## src/sv/upd_pkg.sv

```systemverilog
// Shared types, character constants and hex helpers for the URL percent decoder.
`default_nettype none

package upd_pkg;

    localparam logic [7:0] CH_PLUS    = 8'h2B;
    localparam logic [7:0] CH_SPACE   = 8'h20;
    localparam logic [7:0] CH_PERCENT = 8'h25;
    localparam logic [7:0] CH_ZERO    = 8'h30;
    localparam logic [7:0] CH_UPPER_A = 8'h41;
    localparam logic [7:0] CH_LOWER_A = 8'h61;

    localparam int QUEUE_DEPTH_DEF = 4;

    // Escape phase of the front end.
    typedef enum logic [1:0] {
        PH_IDLE  = 2'd0,
        PH_PCT   = 2'd1,
        PH_DIGIT = 2'd2
    } phase_t;

    // One classified request: up to three output bytes, emitted ch0 first.
    typedef struct packed {
        logic [1:0] count;
        logic [7:0] ch2;
        logic [7:0] ch1;
        logic [7:0] ch0;
        logic       str_end;
    } job_t;

    // Queue status as seen by the front and back parts.
    typedef struct packed {
        logic full;
        logic empty;
    } q_status_t;

    function automatic logic is_hex(input logic [7:0] c);
        return (c >= CH_ZERO && c <= CH_ZERO + 8'd9) ||
               (c >= CH_UPPER_A && c <= CH_UPPER_A + 8'd5) ||
               (c >= CH_LOWER_A && c <= CH_LOWER_A + 8'd5);
    endfunction

    // Value of a character already known to be a hex digit. Letters of either
    // case carry their offset from 'A' or 'a', plus one, in the low nibble.
    function automatic logic [3:0] hex_nibble(input logic [7:0] c);
        logic [3:0] v;
        if (c <= CH_ZERO + 8'd9)
        begin
            v = c[3:0];
        end
        else
        begin
            v = c[3:0] + 4'd9;
        end
        return v;
    endfunction

endpackage

`default_nettype wire

```

## src/sv/upd_front.sv

```systemverilog
// Front part: accepts raw bytes, tracks escape state and builds output requests.
`default_nettype none

module upd_front
    import upd_pkg::*;
(
    input  wire logic       clk,
    input  wire logic       rst_n,
    input  wire logic       s_tvalid,
    output logic            s_tready,
    input  wire logic [7:0] s_tdata,   // in_byte
    input  wire logic       s_tlast,   // string_end
    input  wire q_status_t  q_stat,
    output logic            push,
    output job_t            push_job
);

    phase_t     phase_reg, phase_next;
    logic [7:0] held_reg, held_next;
    logic [7:0] c;
    logic       hex;
    logic       pct_hold;
    logic       accept;

    assign s_tready = !q_stat.full;
    assign accept   = s_tvalid && s_tready;
    assign c        = (s_tdata == CH_PLUS) ? CH_SPACE : s_tdata;
    assign hex      = is_hex(c);
    // A percent sign opens an escape unless it is the final byte.
    assign pct_hold = (c == CH_PERCENT) && !s_tlast;

    // Next state.
    always_comb
    begin
        phase_next = phase_reg;
        held_next  = held_reg;
        if (accept)
        begin
            case (phase_reg)
                PH_PCT:
                begin
                    if (hex && !s_tlast)
                    begin
                        phase_next = PH_DIGIT;
                        held_next  = c;
                    end
                    else
                    begin
                        phase_next = pct_hold ? PH_PCT : PH_IDLE;
                    end
                end
                PH_DIGIT:
                begin
                    if (hex)
                    begin
                        phase_next = PH_IDLE;
                    end
                    else
                    begin
                        phase_next = pct_hold ? PH_PCT : PH_IDLE;
                    end
                end
                default:
                begin
                    phase_next = pct_hold ? PH_PCT : PH_IDLE;
                end
            endcase
        end
    end

    // Request contents.
    always_comb
    begin
        push_job         = '0;
        push_job.str_end = s_tlast;
        case (phase_reg)
            PH_PCT:
            begin
                if (!(hex && !s_tlast))
                begin
                    push_job.ch0 = CH_PERCENT;
                    if (pct_hold)
                    begin
                        push_job.count = 2'd1;
                    end
                    else
                    begin
                        push_job.ch1   = c;
                        push_job.count = 2'd2;
                    end
                end
            end
            PH_DIGIT:
            begin
                if (hex)
                begin
                    push_job.ch0   = {hex_nibble(held_reg), hex_nibble(c)};
                    push_job.count = 2'd1;
                end
                else
                begin
                    push_job.ch0 = CH_PERCENT;
                    push_job.ch1 = held_reg;
                    if (pct_hold)
                    begin
                        push_job.count = 2'd2;
                    end
                    else
                    begin
                        push_job.ch2   = c;
                        push_job.count = 2'd3;
                    end
                end
            end
            default:
            begin
                if (!pct_hold)
                begin
                    push_job.ch0   = c;
                    push_job.count = 2'd1;
                end
            end
        endcase
    end

    assign push = accept && (push_job.count != 2'd0);

    always_ff @(posedge clk or negedge rst_n)
    begin
        if (!rst_n)
        begin
            phase_reg <= PH_IDLE;
            held_reg  <= '0;
        end
        else
        begin
            phase_reg <= phase_next;
            held_reg  <= held_next;
        end
    end

endmodule

`default_nettype wire

```

## src/sv/upd_queue.sv

```systemverilog
// Short request queue between the front and back parts.
`default_nettype none

module upd_queue
    import upd_pkg::*;
#(
    parameter int DEPTH = QUEUE_DEPTH_DEF
)
(
    input  wire logic clk,
    input  wire logic rst_n,
    input  wire logic push,
    input  wire job_t push_job,
    input  wire logic pop,
    output job_t      head,
    output q_status_t stat
);

    localparam int AW = (DEPTH > 1) ? $clog2(DEPTH) : 1;
    localparam int CW = $clog2(DEPTH + 1);

    job_t            mem [DEPTH];
    logic [AW-1:0]   wr_ptr_reg, wr_ptr_next;
    logic [AW-1:0]   rd_ptr_reg, rd_ptr_next;
    logic [CW-1:0]   count_reg, count_next;

    assign stat.full  = (count_reg == CW'(DEPTH));
    assign stat.empty = (count_reg == '0);
    assign head       = mem[rd_ptr_reg];

    always_comb
    begin
        wr_ptr_next = wr_ptr_reg;
        rd_ptr_next = rd_ptr_reg;
        count_next  = count_reg;
        if (push)
        begin
            wr_ptr_next = (wr_ptr_reg == AW'(DEPTH - 1)) ? '0 : wr_ptr_reg + 1'b1;
        end
        if (pop)
        begin
            rd_ptr_next = (rd_ptr_reg == AW'(DEPTH - 1)) ? '0 : rd_ptr_reg + 1'b1;
        end
        if (push && !pop)
        begin
            count_next = count_reg + 1'b1;
        end
        else if (pop && !push)
        begin
            count_next = count_reg - 1'b1;
        end
    end

    always_ff @(posedge clk)
    begin
        if (push)
        begin
            mem[wr_ptr_reg] <= push_job;
        end
    end

    always_ff @(posedge clk or negedge rst_n)
    begin
        if (!rst_n)
        begin
            wr_ptr_reg <= '0;
            rd_ptr_reg <= '0;
            count_reg  <= '0;
        end
        else
        begin
            wr_ptr_reg <= wr_ptr_next;
            rd_ptr_reg <= rd_ptr_next;
            count_reg  <= count_next;
        end
    end

endmodule

`default_nettype wire

```

## src/sv/upd_back.sv

```systemverilog
// Back part: takes requests from the queue and emits their bytes one per cycle unless stalled.
`default_nettype none

module upd_back
    import upd_pkg::*;
(
    input  wire logic       clk,
    input  wire logic       rst_n,
    input  wire job_t       head,
    input  wire q_status_t  q_stat,
    output logic            pop,
    output logic            m_tvalid,
    input  wire logic       m_tready,
    output logic [7:0]      m_tdata,   // out_byte
    output logic            m_tlast,   // string_last
    output logic            m_tuser    // run_last
);

    job_t       cur_reg, cur_next;
    logic [1:0] idx_reg, idx_next;
    logic       valid_reg, valid_next;
    logic       last;
    logic       advance;

    assign last    = (idx_reg == cur_reg.count - 2'd1);
    assign advance = !valid_reg || (m_tready && last);
    assign pop     = advance && !q_stat.empty;

    always_comb
    begin
        case (idx_reg)
            2'd0:    m_tdata = cur_reg.ch0;
            2'd1:    m_tdata = cur_reg.ch1;
            default: m_tdata = cur_reg.ch2;
        endcase
    end

    assign m_tvalid = valid_reg;
    assign m_tuser  = last;
    assign m_tlast  = last && cur_reg.str_end;

    always_comb
    begin
        cur_next   = cur_reg;
        idx_next   = idx_reg;
        valid_next = valid_reg;
        if (advance)
        begin
            valid_next = !q_stat.empty;
            cur_next   = head;
            idx_next   = 2'd0;
        end
        else if (m_tready)
        begin
            idx_next = idx_reg + 2'd1;
        end
    end

    always_ff @(posedge clk)
    begin
        cur_reg <= cur_next;
    end

    always_ff @(posedge clk or negedge rst_n)
    begin
        if (!rst_n)
        begin
            valid_reg <= 1'b0;
            idx_reg   <= 2'd0;
        end
        else
        begin
            valid_reg <= valid_next;
            idx_reg   <= idx_next;
        end
    end

    a_count_nonzero: assert property (@(posedge clk) disable iff (!rst_n)
        valid_reg |-> (cur_reg.count != 2'd0))
        else $error("request in service has no bytes");

    a_idx_in_range: assert property (@(posedge clk) disable iff (!rst_n)
        valid_reg |-> (idx_reg < cur_reg.count))
        else $error("byte index past end of request");

    a_pop_starts: assert property (@(posedge clk) disable iff (!rst_n)
        pop |=> (valid_reg && (idx_reg == 2'd0)))
        else $error("popped request not started at its first byte");

endmodule

`default_nettype wire

```

## src/sv/url_percent_decoder.sv

```systemverilog
// URL percent decoder: front classifier, request queue and byte emitter.
// A result is first written as a request into the queue and then loaded into the back
// part's registers, which present it on the output. Throughput: one input request per
// cycle while each produces at most one byte and the output is ready; the emitter gives
// one byte per cycle, so invalid escapes of two or three bytes fill the queue.
// Reset: rst_n is asynchronous and active low; it clears escape state, queue and output.
`default_nettype none

module url_percent_decoder
    import upd_pkg::*;
#(
    parameter int QUEUE_DEPTH = QUEUE_DEPTH_DEF
)
(
    input  wire logic       clk,
    input  wire logic       rst_n,
    input  wire logic       s_tvalid,
    output logic            s_tready,
    input  wire logic [7:0] s_tdata,   // in_byte
    input  wire logic       s_tlast,   // string_end
    output logic            m_tvalid,
    input  wire logic       m_tready,
    output logic [7:0]      m_tdata,   // out_byte
    output logic            m_tlast,   // string_last
    output logic            m_tuser    // run_last
);

    // The front part decides, for each accepted byte, which bytes must be
    // emitted (none while an escape is still pending) and writes them as one
    // request into the queue. The back part then plays each request out a
    // byte at a time, so a stalled output never blocks the escape tracking
    // until the queue is full.
    job_t      push_job;
    job_t      head;
    logic      push;
    logic      pop;
    q_status_t q_stat;

    upd_front u_front
    (
        .clk      (clk),
        .rst_n    (rst_n),
        .s_tvalid (s_tvalid),
        .s_tready (s_tready),
        .s_tdata  (s_tdata),
        .s_tlast  (s_tlast),
        .q_stat   (q_stat),
        .push     (push),
        .push_job (push_job)
    );

    // The queue depth sets how many requests may pile up before
    // the input is held off.
    upd_queue #(
        .DEPTH (QUEUE_DEPTH)
    ) u_queue
    (
        .clk      (clk),
        .rst_n    (rst_n),
        .push     (push),
        .push_job (push_job),
        .pop      (pop),
        .head     (head),
        .stat     (q_stat)
    );

    // The back part holds the request in service in registers, which act as
    // the output stage of the block.
    upd_back u_back
    (
        .clk      (clk),
        .rst_n    (rst_n),
        .head     (head),
        .q_stat   (q_stat),
        .pop      (pop),
        .m_tvalid (m_tvalid),
        .m_tready (m_tready),
        .m_tdata  (m_tdata),
        .m_tlast  (m_tlast),
        .m_tuser  (m_tuser)
    );

endmodule

`default_nettype wire

```

## config.mk

```make
export PLATFORM = sky130hd
export DESIGN_NAME = url_percent_decoder
export DESIGN_NICKNAME = d
export VERILOG_FILES = /design/src/sv/upd_pkg.sv /design/src/sv/upd_front.sv /design/src/sv/upd_queue.sv /design/src/sv/upd_back.sv /design/src/sv/url_percent_decoder.sv
export SDC_FILE = /design/constraint.sdc
export NUM_CORES = 1
export LEC_CHECK = 0
export BUFFER_PORTS_ARGS = -buffer_cell sky130_fd_sc_hd__buf_2
export CAP_MARGIN = 15
export CORE_MARGIN = 1
export CORE_UTILIZATION = 51
export DETAILED_ROUTE_END_ITERATION = 10
export GPL_TIMING_DRIVEN = 0
export PLACE_DENSITY_LB_ADDON = 0.15
export REMOVE_ABC_BUFFERS = 1
export SLEW_MARGIN = 20
export SYNTH_ARGS = -nofsm -noshare
export SYNTH_HDL_FRONTEND = slang
export SYNTH_SLANG_ARGS = --single-unit
```

## constraint.sdc

```tcl
create_clock -name clk -period 5.1 [get_ports clk]
set_input_delay 0 -clock clk [delete_from_list [all_inputs] [get_ports clk]]
set_output_delay 0 -clock clk [all_outputs]
set_load 0.05 [all_outputs]
```

# Word-level counts from Yosys, hierarchy flattened
# Memories as Yosys holds them, arrays and structs flattened. A register that Yosys moved wholly into a read port is not among the register bits.
# Index checks and enable logic that the tools add are counted.
# word_totals
ff_bits	20
latchBits	0
ram_bits	108
rom_bits	0
inputBits	13
output_inout_bits	12
word_cells	88
mem_count	1
# op_classes
addsub	8
n_mul	0
div_mod_pow	0
n_lt_le_gt_ge	7
n_eq_ne	9
shift	0
muxes	29
n_bitwise	0
reduce_logical	27
# memory_table
memory	depth	word_bits	rd	rd_ports_with_merged_regs	wr	line	rtl
u_queue.mem	4	27	1	1	1	upd_queue.sv:22	job_t mem [DEPTH];
# op_table
operator	n
one-hot mux 8 bit (2 select lines)	3
2-to-1 mux 16 bit	2
2-to-1 mux 8 bit	4
2-to-1 mux 2 bit	9
== test 8 x 6 -> 1 bit (second input constant)	2
>= comparator 8 x 7 -> 1 bit (second input constant)	2
<= comparator 8 x 6 -> 1 bit (second input constant)	2
<= comparator 8 x 7 -> 1 bit (second input constant)	2
logical AND 1 bit	12
adder 4 bit (second input constant)	2
>= comparator 8 x 6 -> 1 bit (second input constant)	1
2-to-1 mux 4 bit	2
one-hot mux 2 bit (2 select lines)	2
adder 2 x 1 -> 2 bit (second input constant)	3
== test 2 bit (second input constant)	3
zero test 1 bit	6
2-to-1 mux 3 bit	2
nonzero test 2 bit	3
2-to-1 mux 1 bit	5
== test 2 x 1 -> 1 bit (second input constant)	2
adder 3 x 1 -> 3 bit (second input constant)	1
== test 3 bit (second input constant)	1
zero test 3 bit	1
logical OR 1 bit	3
5 further kinds	5

# Logic depth before layout (Yosys ltp)
# Gate-level depths: netlist of run 1.
# logic_depth
word_depth	15
depth_mapped	13
depth_no_buf	13

# Cells and area by module
# Synthesis of run 1 repeated with hierarchy kept, for this count alone.
# unflattened
cells_unflattened	405
area_unflattened_um2	6613.8
# modules_own_cells
mod	n_inst	cells_per_inst	area_per_inst_um2	seq_area_each_um2
upd_queue	1	178	4321.6	3418.3
upd_back	1	78	1162.4	885.8
upd_front	1	149	1129.8	250.2

# Worst setup path after synthesis of run 1
# No wires, ideal clock.
# synth_timing
path_kind	register -> register
startpoint	register, netlist name u_back.cur_reg[26]
endpoint	register u_queue.count_reg[1]
setup_time_ps	125
arrival_ps	2904
required_ps	4975
path_slack_ps	2072
path_stages_with_launch	11
path_buffers	0
synth_period_minus_slack_ps	3028
path_cell_list	edfxtp_1 xnor2_1 nand2_1 o22ai_1 nand2_1 a21oi_1 inv_1 ha_1 inv_1 fa_1 mux2_2
# synth_via
elab_chain_len	8
elab_cells_between_ends	10
cone_classes	add/sub (1); eq/ne (1); mux (1); reduce/logical (7)
# synth_lines
item	line	rtl
subtractor 2 x 1 -> 2 bit	upd_back.sv:25	assign last = (idx_reg == cur_reg.count - 2'd1);
== test 2 bit	upd_back.sv:25	
named net m_tuser	url_percent_decoder.sv:25	output logic m_tuser
logical AND 1 bit	upd_back.sv:26	assign advance = !valid_reg || (m_tready && last);
logical OR 1 bit	upd_back.sv:26	
logical AND 1 bit	upd_back.sv:27	assign pop = advance && !q_stat.empty;
zero test 1 bit	upd_queue.sv:44	if (push && !pop)
logical AND 1 bit	upd_queue.sv:44	
2-to-1 mux 3 bit	upd_queue.sv:44	
named net u_queue.count_next[1]	upd_queue.sv:25	logic [CW-1:0] count_reg, count_next;
end signal, assigned	upd_queue.sv:74	count_reg <= count_next;
end, declared	upd_queue.sv:25	
# The timed path passes the listed nets, and every way through them passes these cells.
# A chain may end at the register's enable or synchronous reset.

# Worst setup path in the final report of run 1
# layout_timing
startpoint	register u_front.phase_reg[0]
endpoint	register u_queue.count_reg[2]
# layout_via
elab_chain_len	7
elab_cells_between_ends	10
cone_classes	eq/ne (2); mux (2); reduce/logical (6)
# layout_lines
item	line	rtl
start, declared	upd_front.sv:18	phase_t phase_reg, phase_next;
start signal, assigned	upd_front.sv:137	phase_reg <= phase_next;
== test 2 bit / == test 2 x 1 -> 1 bit (equally long branches)	upd_front.sv:76	case (phase_reg)
one-hot mux 2 bit (2 select lines) (*)	upd_front.sv:76	
nonzero test 2 bit (*)	upd_front.sv:126	assign push = accept && (push_job.count != 2'd0);
logical AND 1 bit (*)	upd_front.sv:126	
named net push	url_percent_decoder.sv:35	logic push;
zero test 1 bit	upd_queue.sv:48	else if (pop && !push)
logical AND 1 bit	upd_queue.sv:48	
nonzero test 2 bit (no line)	n/a	
# Mark *: on every way through the listed nets, which the timed path passes. The rest lies on a longest branch.

==> results of run 1 <==
-- placed cells by master (no fill, tap or decap), types with 6 or more instances in the layout --
cell type,netlist,routed
sky130_fd_sc_hd__clkbuf_16,0,17
sky130_fd_sc_hd__mux4_2,27,27
sky130_fd_sc_hd__dlygate4sd3_1,0,7
sky130_fd_sc_hd__a32oi_1,6,6
sky130_fd_sc_hd__dfrtp_1,20,18
sky130_fd_sc_hd__nor2_1,25,25
sky130_fd_sc_hd__edfxtp_1,135,135
sky130_fd_sc_hd__o21ai_0,9,9
sky130_fd_sc_hd__ha_1,16,16
sky130_fd_sc_hd__mux2_2,12,12
sky130_fd_sc_hd__inv_1,16,16
sky130_fd_sc_hd__nand2_1,39,38
sky130_fd_sc_hd__buf_2,3,24
sky130_fd_sc_hd__a22oi_1,8,8
-- power groups by stage --
stage               combinational, W  clock (W)  sequential (W)
floorplan                   0.000832          0         0.00191
global placement             0.00109          0         0.00197
detailed placement           0.00123          0         0.00193
CTS                          0.00124    0.00130         0.00191
global route                 0.00131    0.00135         0.00193
finish                       0.00122    0.00128         0.00190
-- per-layer routing --
metal,global-route usage (%),vias up
met2,36.0,98
met4,12.1,0
li1,-,1663
met3,4.18,23
met1,27.7,1901
met5,0,-
-- cell families after synthesis --
| family | share of synthesized area (%) |
|---|---|
| adder cells (fa/ha/maj) | 3.32 |
| XOR/XNOR | 1.06 |
| flip-flops | 68.7 |
| buffers and inverters | 2.00 |
| AND/OR/NAND/NOR | 7.96 |
| AO/OA/AOI/OAI | 5.45 |
| multiplexers | 11.5 |
-- what timing repair did --
item,in CTS,in global routing
endpoints found under the setup margin,0,0
hold buffers,7,0
hold endpoints to repair,30,0
-- final timing paths --
path                                      start               endpoint
setup / recovery           u_front.phase_reg[0]   u_queue.count_reg[2]
hold / removal                       s_tdata[2]    u_front.held_reg[2]
setup reg to reg           u_front.phase_reg[0]   u_queue.count_reg[2]
hold reg to reg            u_queue.count_reg[2]   u_queue.count_reg[2]
max in group asynchronous                 rst_n  u_queue.rd_ptr_reg[0]
min in group asynchronous                 rst_n      u_back.idx_reg[0]
-- layout make-up --
cell class                      count  area, µm²
Multi-Input combinational cell    220       1950
Fill cell                         971       4960
Clock buffer                       17        425
Sequential cell                   155       4560
Inverter                           16       60.1
Clock inverter                     15        179
Tap cell                          172        215
Timing Repair Buffer               36        320
-- worst max-delay path, cell delays in order, from the launching register on --
cell	delay [ps]
sky130_fd_sc_hd__dfrtp_1	370
sky130_fd_sc_hd__inv_1	50
sky130_fd_sc_hd__ha_1	480
sky130_fd_sc_hd__nor2b_1	750
sky130_fd_sc_hd__o211ai_1	230
sky130_fd_sc_hd__a31oi_2	370
sky130_fd_sc_hd__ha_1	270
sky130_fd_sc_hd__inv_1	60
sky130_fd_sc_hd__fa_1	370
sky130_fd_sc_hd__xor2_1	170
sky130_fd_sc_hd__nor2_1	110
sky130_fd_sc_hd__xor2_1	160
-- per-stage QoR --
| stage | total power (W) | area [µm²] | hold slack [ps] | worst slack [ps] |
|---|---|---|---|---|
| 2_1_floorplan | 0.00274 | 6560 | -296 | 2070 |
| 3_3_place_gp | 0.00306 | 6890 | -8.94 | 1230 |
| 3_5_place_dp | 0.00316 | 7030 | -11.4 | 1690 |
| 4_1_cts | 0.00445 | 7710 | 12.8 | 1660 |
| 5_1_grt | 0.00460 | 7710 | 45.4 | 1370 |
| 6_report | 0.00440 | 7710 | 23.9 | 1620 |
==> results.ini, run 1 <==
[route]
length_of_routed_met3_wiring_um = 459
antenna_violating_nets_post_route = 0
routed-wl-met2_um = 6650
detail_route.wirelength.met1_um = 5500
remaining_drc_errors = 0
top_layer = met4
vias = 3685
dr.first_iter.drc_count = 259
drt_pre_antenna_iters = 5
routed_wire_length_per_instance_um = 20.6
routed_via_density = 5.84
drt_wl_total_um = 13000

[status]
outcome = completed

[clock_network]
htree_num_levels = 4
clkLatencyLatePin_ps = 420
cts_made_buffers = 17
cts_sinks = 155
cts-root-to-sink-buffers = 2
cts_root_buf = sky130_fd_sc_hd__clkbuf_16
cts-resized-gates = 0
post_cts_buffers = 0
cts.reportedPaths.clkPinSlew_ps = 60
cts_tree = built

[pwr]
power.density_cell_area_nw_per_um2 = 571
p_seq_share_pct = 43.2
power.internal_w = 0.00304
power.switching_fraction_pct = 31.0
leakage_power_nw = 2.73
p_switching_w = 0.00136
power_frac_comb_pct = 27.6
pwr-share-clk_pct = 29.2
vdd_ir_drop_max_uv = 334

[timing]
final_max_slew_viol_count = 0
fmaxAchievable_mhz = 287
report.final.hold_viol_count = 0
worst_clock_skew_ps = 8.10
post-route-period-util_pct = 68.2
grt_setup_unrepaired = no
max_slew_margin_pct = 42.0
final.setup.tns_ps = 0
worst_pin_slew_ps = 869
final_setup_violations = 0
period_minus_slack_ps = 3480

[critical_path]
critical_path_peak_fanout = 15
ff2ff_setup_slack_ps = 1620
worstRegToRegCells = 11
startpoint_type = register
crit_path_required_time_ps = 5440
worstSetupEndpointType = register
critical_path_arrival_ps = 3820
critPathKind = register to register

[global_routing]
grt_pass1_vias = 3798
antenna_violations_before_repair = 0
globalRouteOverflowTotal = 0
track_usage_pct = 21.9
maximum_number_of_pins_on_one_net_before_global_route_repair = 30
grt_pass1_wl_um = 20700

[layout]
antenna-diode-count = 0
largest_register_ff_count = 108
final_cell_count_no_fill = 631
final_standard_cell_utilization_of_the_core_pct = 60.8
final_nets = 476
drive_above_1_share_pct = 23.3
synthToLayoutAreaGrowth_pct = 16.2

[placed_design]
placed_cells_incl_taps = 592
dpl_wire_length_um = 8500
gpl.final_weighted_congestion = 0.907
io_buffers = 24

[synth]
netlist_area_um2 = 6630
synth_top_cell_area_share_pct = 61.1
post_synth_inst_count = 407
synth_area_leaders = sky130_fd_sc_hd__edfxtp_1, sky130_fd_sc_hd__mux4_2, sky130_fd_sc_hd__dfrtp_1, sky130_fd_sc_hd__ha_1, sky130_fd_sc_hd__nand2_1
synth.yosys.warnings = 0
synth.largest_area_cell = sky130_fd_sc_hd__edfxtp_1
seq_area_frac_synth_pct = 68.7
synth.distinct_cells = 53
netlist_top_cells_count = sky130_fd_sc_hd__edfxtp_1, sky130_fd_sc_hd__nand2_1, sky130_fd_sc_hd__mux4_2, sky130_fd_sc_hd__nor2_1, sky130_fd_sc_hd__dfrtp_1
synth_flop_cell = sky130_fd_sc_hd__edfxtp_1
fraction_of_synthesis_flops_using_an_asynchronous_set_or_reset_pin_pct = 12.9
synth_enable_flop_cells = 135
most_frequent_cell_after_synthesis = sky130_fd_sc_hd__edfxtp_1
synth_area_per_cell_um2 = 16.3
post_synthesis_sequential_element_count = 155

[floorplanning]
core_area_um2 = 12700
floorplan.rows = 41
initial_core_util_pct = 52.3
die_y_um = 116
num_io_pins = 25
die-area_um2 = 13500
chipWidth_um = 116

[hold_path]
worstHoldPathCells = 2
worst_hold_path_type = input pin to register

[run]
max_cap_viol_count = 0

Power figures use the tool's default switching activity.
==> run 2, diff against run 1 <==
- clock period: 5.1 -> 3.1 ns (I/O delays scaled with it)
==> results.ini, run 2 (same netlist as run 1, synthesis figures left out) <==
[placed_design]
io_buffers = 24
placed_cells_incl_taps = 592
placement.cell_area_um2 = 7030
gpl.final_weighted_congestion = 0.907
dpl_wire_length_um = 8500

[route]
routed_wire_length_per_instance_um = 20.5
drt_wl_total_um = 13100
remaining_drc_errors = 0
vias = 3641
routed_via_density = 5.72
drt_pre_antenna_iters = 4
dr.first_iter.drc_count = 326
antenna_violating_nets_post_route = 0

[floorplanning]
core_area_um2 = 12700
num_io_pins = 25
die-area_um2 = 13500
die_y_um = 116
chipWidth_um = 116
initial_core_util_pct = 52.3
floorplan.rows = 41

[timing]
worst_clock_skew_ps = 6.63
final_max_slew_viol_count = 0
final_setup_violations = 0
max_slew_margin_pct = 47.3
worst_pin_slew_ps = 791
period_minus_slack_ps = 2890
report.final.hold_viol_count = 0
fmaxAchievable_mhz = 346
grt_setup_unrepaired = no
whs_ps = 46.1
post-route-period-util_pct = 93.3

[pwr]
power.density_cell_area_nw_per_um2 = 931
pwr-share-clk_pct = 29.0
power_frac_comb_pct = 27.8
power.internal_w = 0.00501
totalPowerFinal_w = 0.00725
vdd_ir_drop_max_uv = 550
p_seq_share_pct = 43.2
leakage_power_nw = 2.75
power.switching_fraction_pct = 30.9
p_switching_w = 0.00224

[run]
max_cap_viol_count = 0

[critical_path]
crit_path_cell_trace = dlygate4sd3_1 -> buf_2 -> inv_1 -> ha_1 -> o21ba_2 -> o21ai_0 -> a32oi_1 -> o211ai_1 -> a31oi_4 -> ha_1 -> inv_1 -> fa_1 -> xor2_1 -> nor2_1 -> xor2_1
worstRegToRegCells = 13
ff2ff_setup_slack_ps = 230
critical_path_arrival_ps = 3230
worstSetupEndpointType = register
startpoint_type = input pin
timing.rr.start = u_front.phase_reg[0]
crit_path_max_incr_delay_ps = 530
critical_path_peak_fanout = 10
cp_num_buf_inv = 4
critical_path.slowest_cell = sky130_fd_sc_hd__dlygate4sd3_1
crit_path_required_time_ps = 3440
timing.critical_path.max_delay_family = compound AO/OA/AOI/OAI gates
critPathKind = input pin to register
critical_path.reg2reg.endpoint = u_queue.count_reg[2]

[global_routing]
track_usage_pct = 21.9
grt_pass1_wl_um = 20700
grt_pass1_vias = 3797
maximum_number_of_pins_on_one_net_before_global_route_repair = 30
antenna_violations_before_repair = 0
globalRouteOverflowTotal = 0

[clock_network]
clkLatencyLatePin_ps = 420
cts_tree = built
cts-root-to-sink-buffers = 2
cts.reportedPaths.clkPinSlew_ps = 60
cts_sinks = 155
cts_root_buf = sky130_fd_sc_hd__clkbuf_16
cts_made_buffers = 17
htree_num_levels = 4

[hold_path]
worst_hold_path_type = input pin to register
worst_hold_path.endpoint = u_front.held_reg[2]
worstHoldPathCells = 2
hold_start = s_tdata[2]

[layout]
final_cell_count_no_fill = 636
final_design_area_no_fill_um2 = 7780
largest_register_ff_count = 108
antenna-diode-count = 0
num-fill-cells = 967
final_nets = 481
final_standard_cell_utilization_of_the_core_pct = 61.4
layout.cells.most_common_list = sky130_fd_sc_hd__edfxtp_1, sky130_fd_sc_hd__nand2_1, sky130_fd_sc_hd__mux4_2
synthToLayoutAreaGrowth_pct = 17.4
layout_commonest_cell = sky130_fd_sc_hd__edfxtp_1
drive_above_1_share_pct = 26.1

[status]
outcome = completed

[run 2: cell type report]
cell class	instances	area [µm²]	share of cell area (%)
well taps	172	215	2.76
clock inverters	15	179	2.30
repair buffers	41	358	4.60
flip-flops and latches	155	4560	58.5
multi-input cells	220	1990	25.6
clock buffers	17	425	5.46
inverters	16	60.1	0.771
[run 2: routing by layer]
layer	up-vias	share of wire, %	track usage (%)
li1	1675	-	-
met1	1861	42	27.6
met2	84	51	36.3
met3	21	3.6	4.18
met4	0	2.9	11.8
met5	-	0	0
[run 2: worst max path at each step]
| stage | start | to | slack, ps | cells past startpoint |
|---|---|---|---|---|
| 6_report | s_tdata[1] | u_queue.count_reg[2] | 210 | 15 |
| 2_1_floorplan | u_back.cur_reg[26] | u_queue.count_reg[1] | 70 | 10 |
| 3_5_place_dp | u_front.phase_reg[0] | u_queue.count_reg[2] | -310 | 11 |
| 5_1_grt | s_tdata[1] | u_queue.count_reg[2] | 20 | 15 |
| 4_1_cts | u_front.phase_reg[0] | u_queue.count_reg[2] | 60 | 13 |
| 3_3_place_gp | u_front.phase_reg[0] | u_queue.mem[3][18] | -770 | 6 |
[run 2: through the flow]
stage / worst slack (ps) / setup TNS, ps
floorplan: 71.6 / 0
global placement: -771 / -81910
detailed placement: -307 / -8310
CTS: 61.7 / 0
global route: 24.9 / 0
finish: 209 / 0
[run 2: timing repair]
action / 4_1_cts / 5_1_grt
setup buffers: 0 / 5
pin swaps: 0 / 3
hold buffers: 7 / 0
gates resized for setup: 5 / 7
endpoints found under the hold margin: 30 / 0
setup endpoints to repair: 78 / 22
[run 2: power by group through the flow]
stage	registers, W	clock network [W]	logic [W]
after floorplan	0.00314	0	0.00137
after global placement	0.00324	0	0.00179
after detailed placement	0.00318	0	0.00202
after CTS	0.00314	0.00214	0.00204
after global routing	0.00318	0.00223	0.00217
final	0.00313	0.00210	0.00201
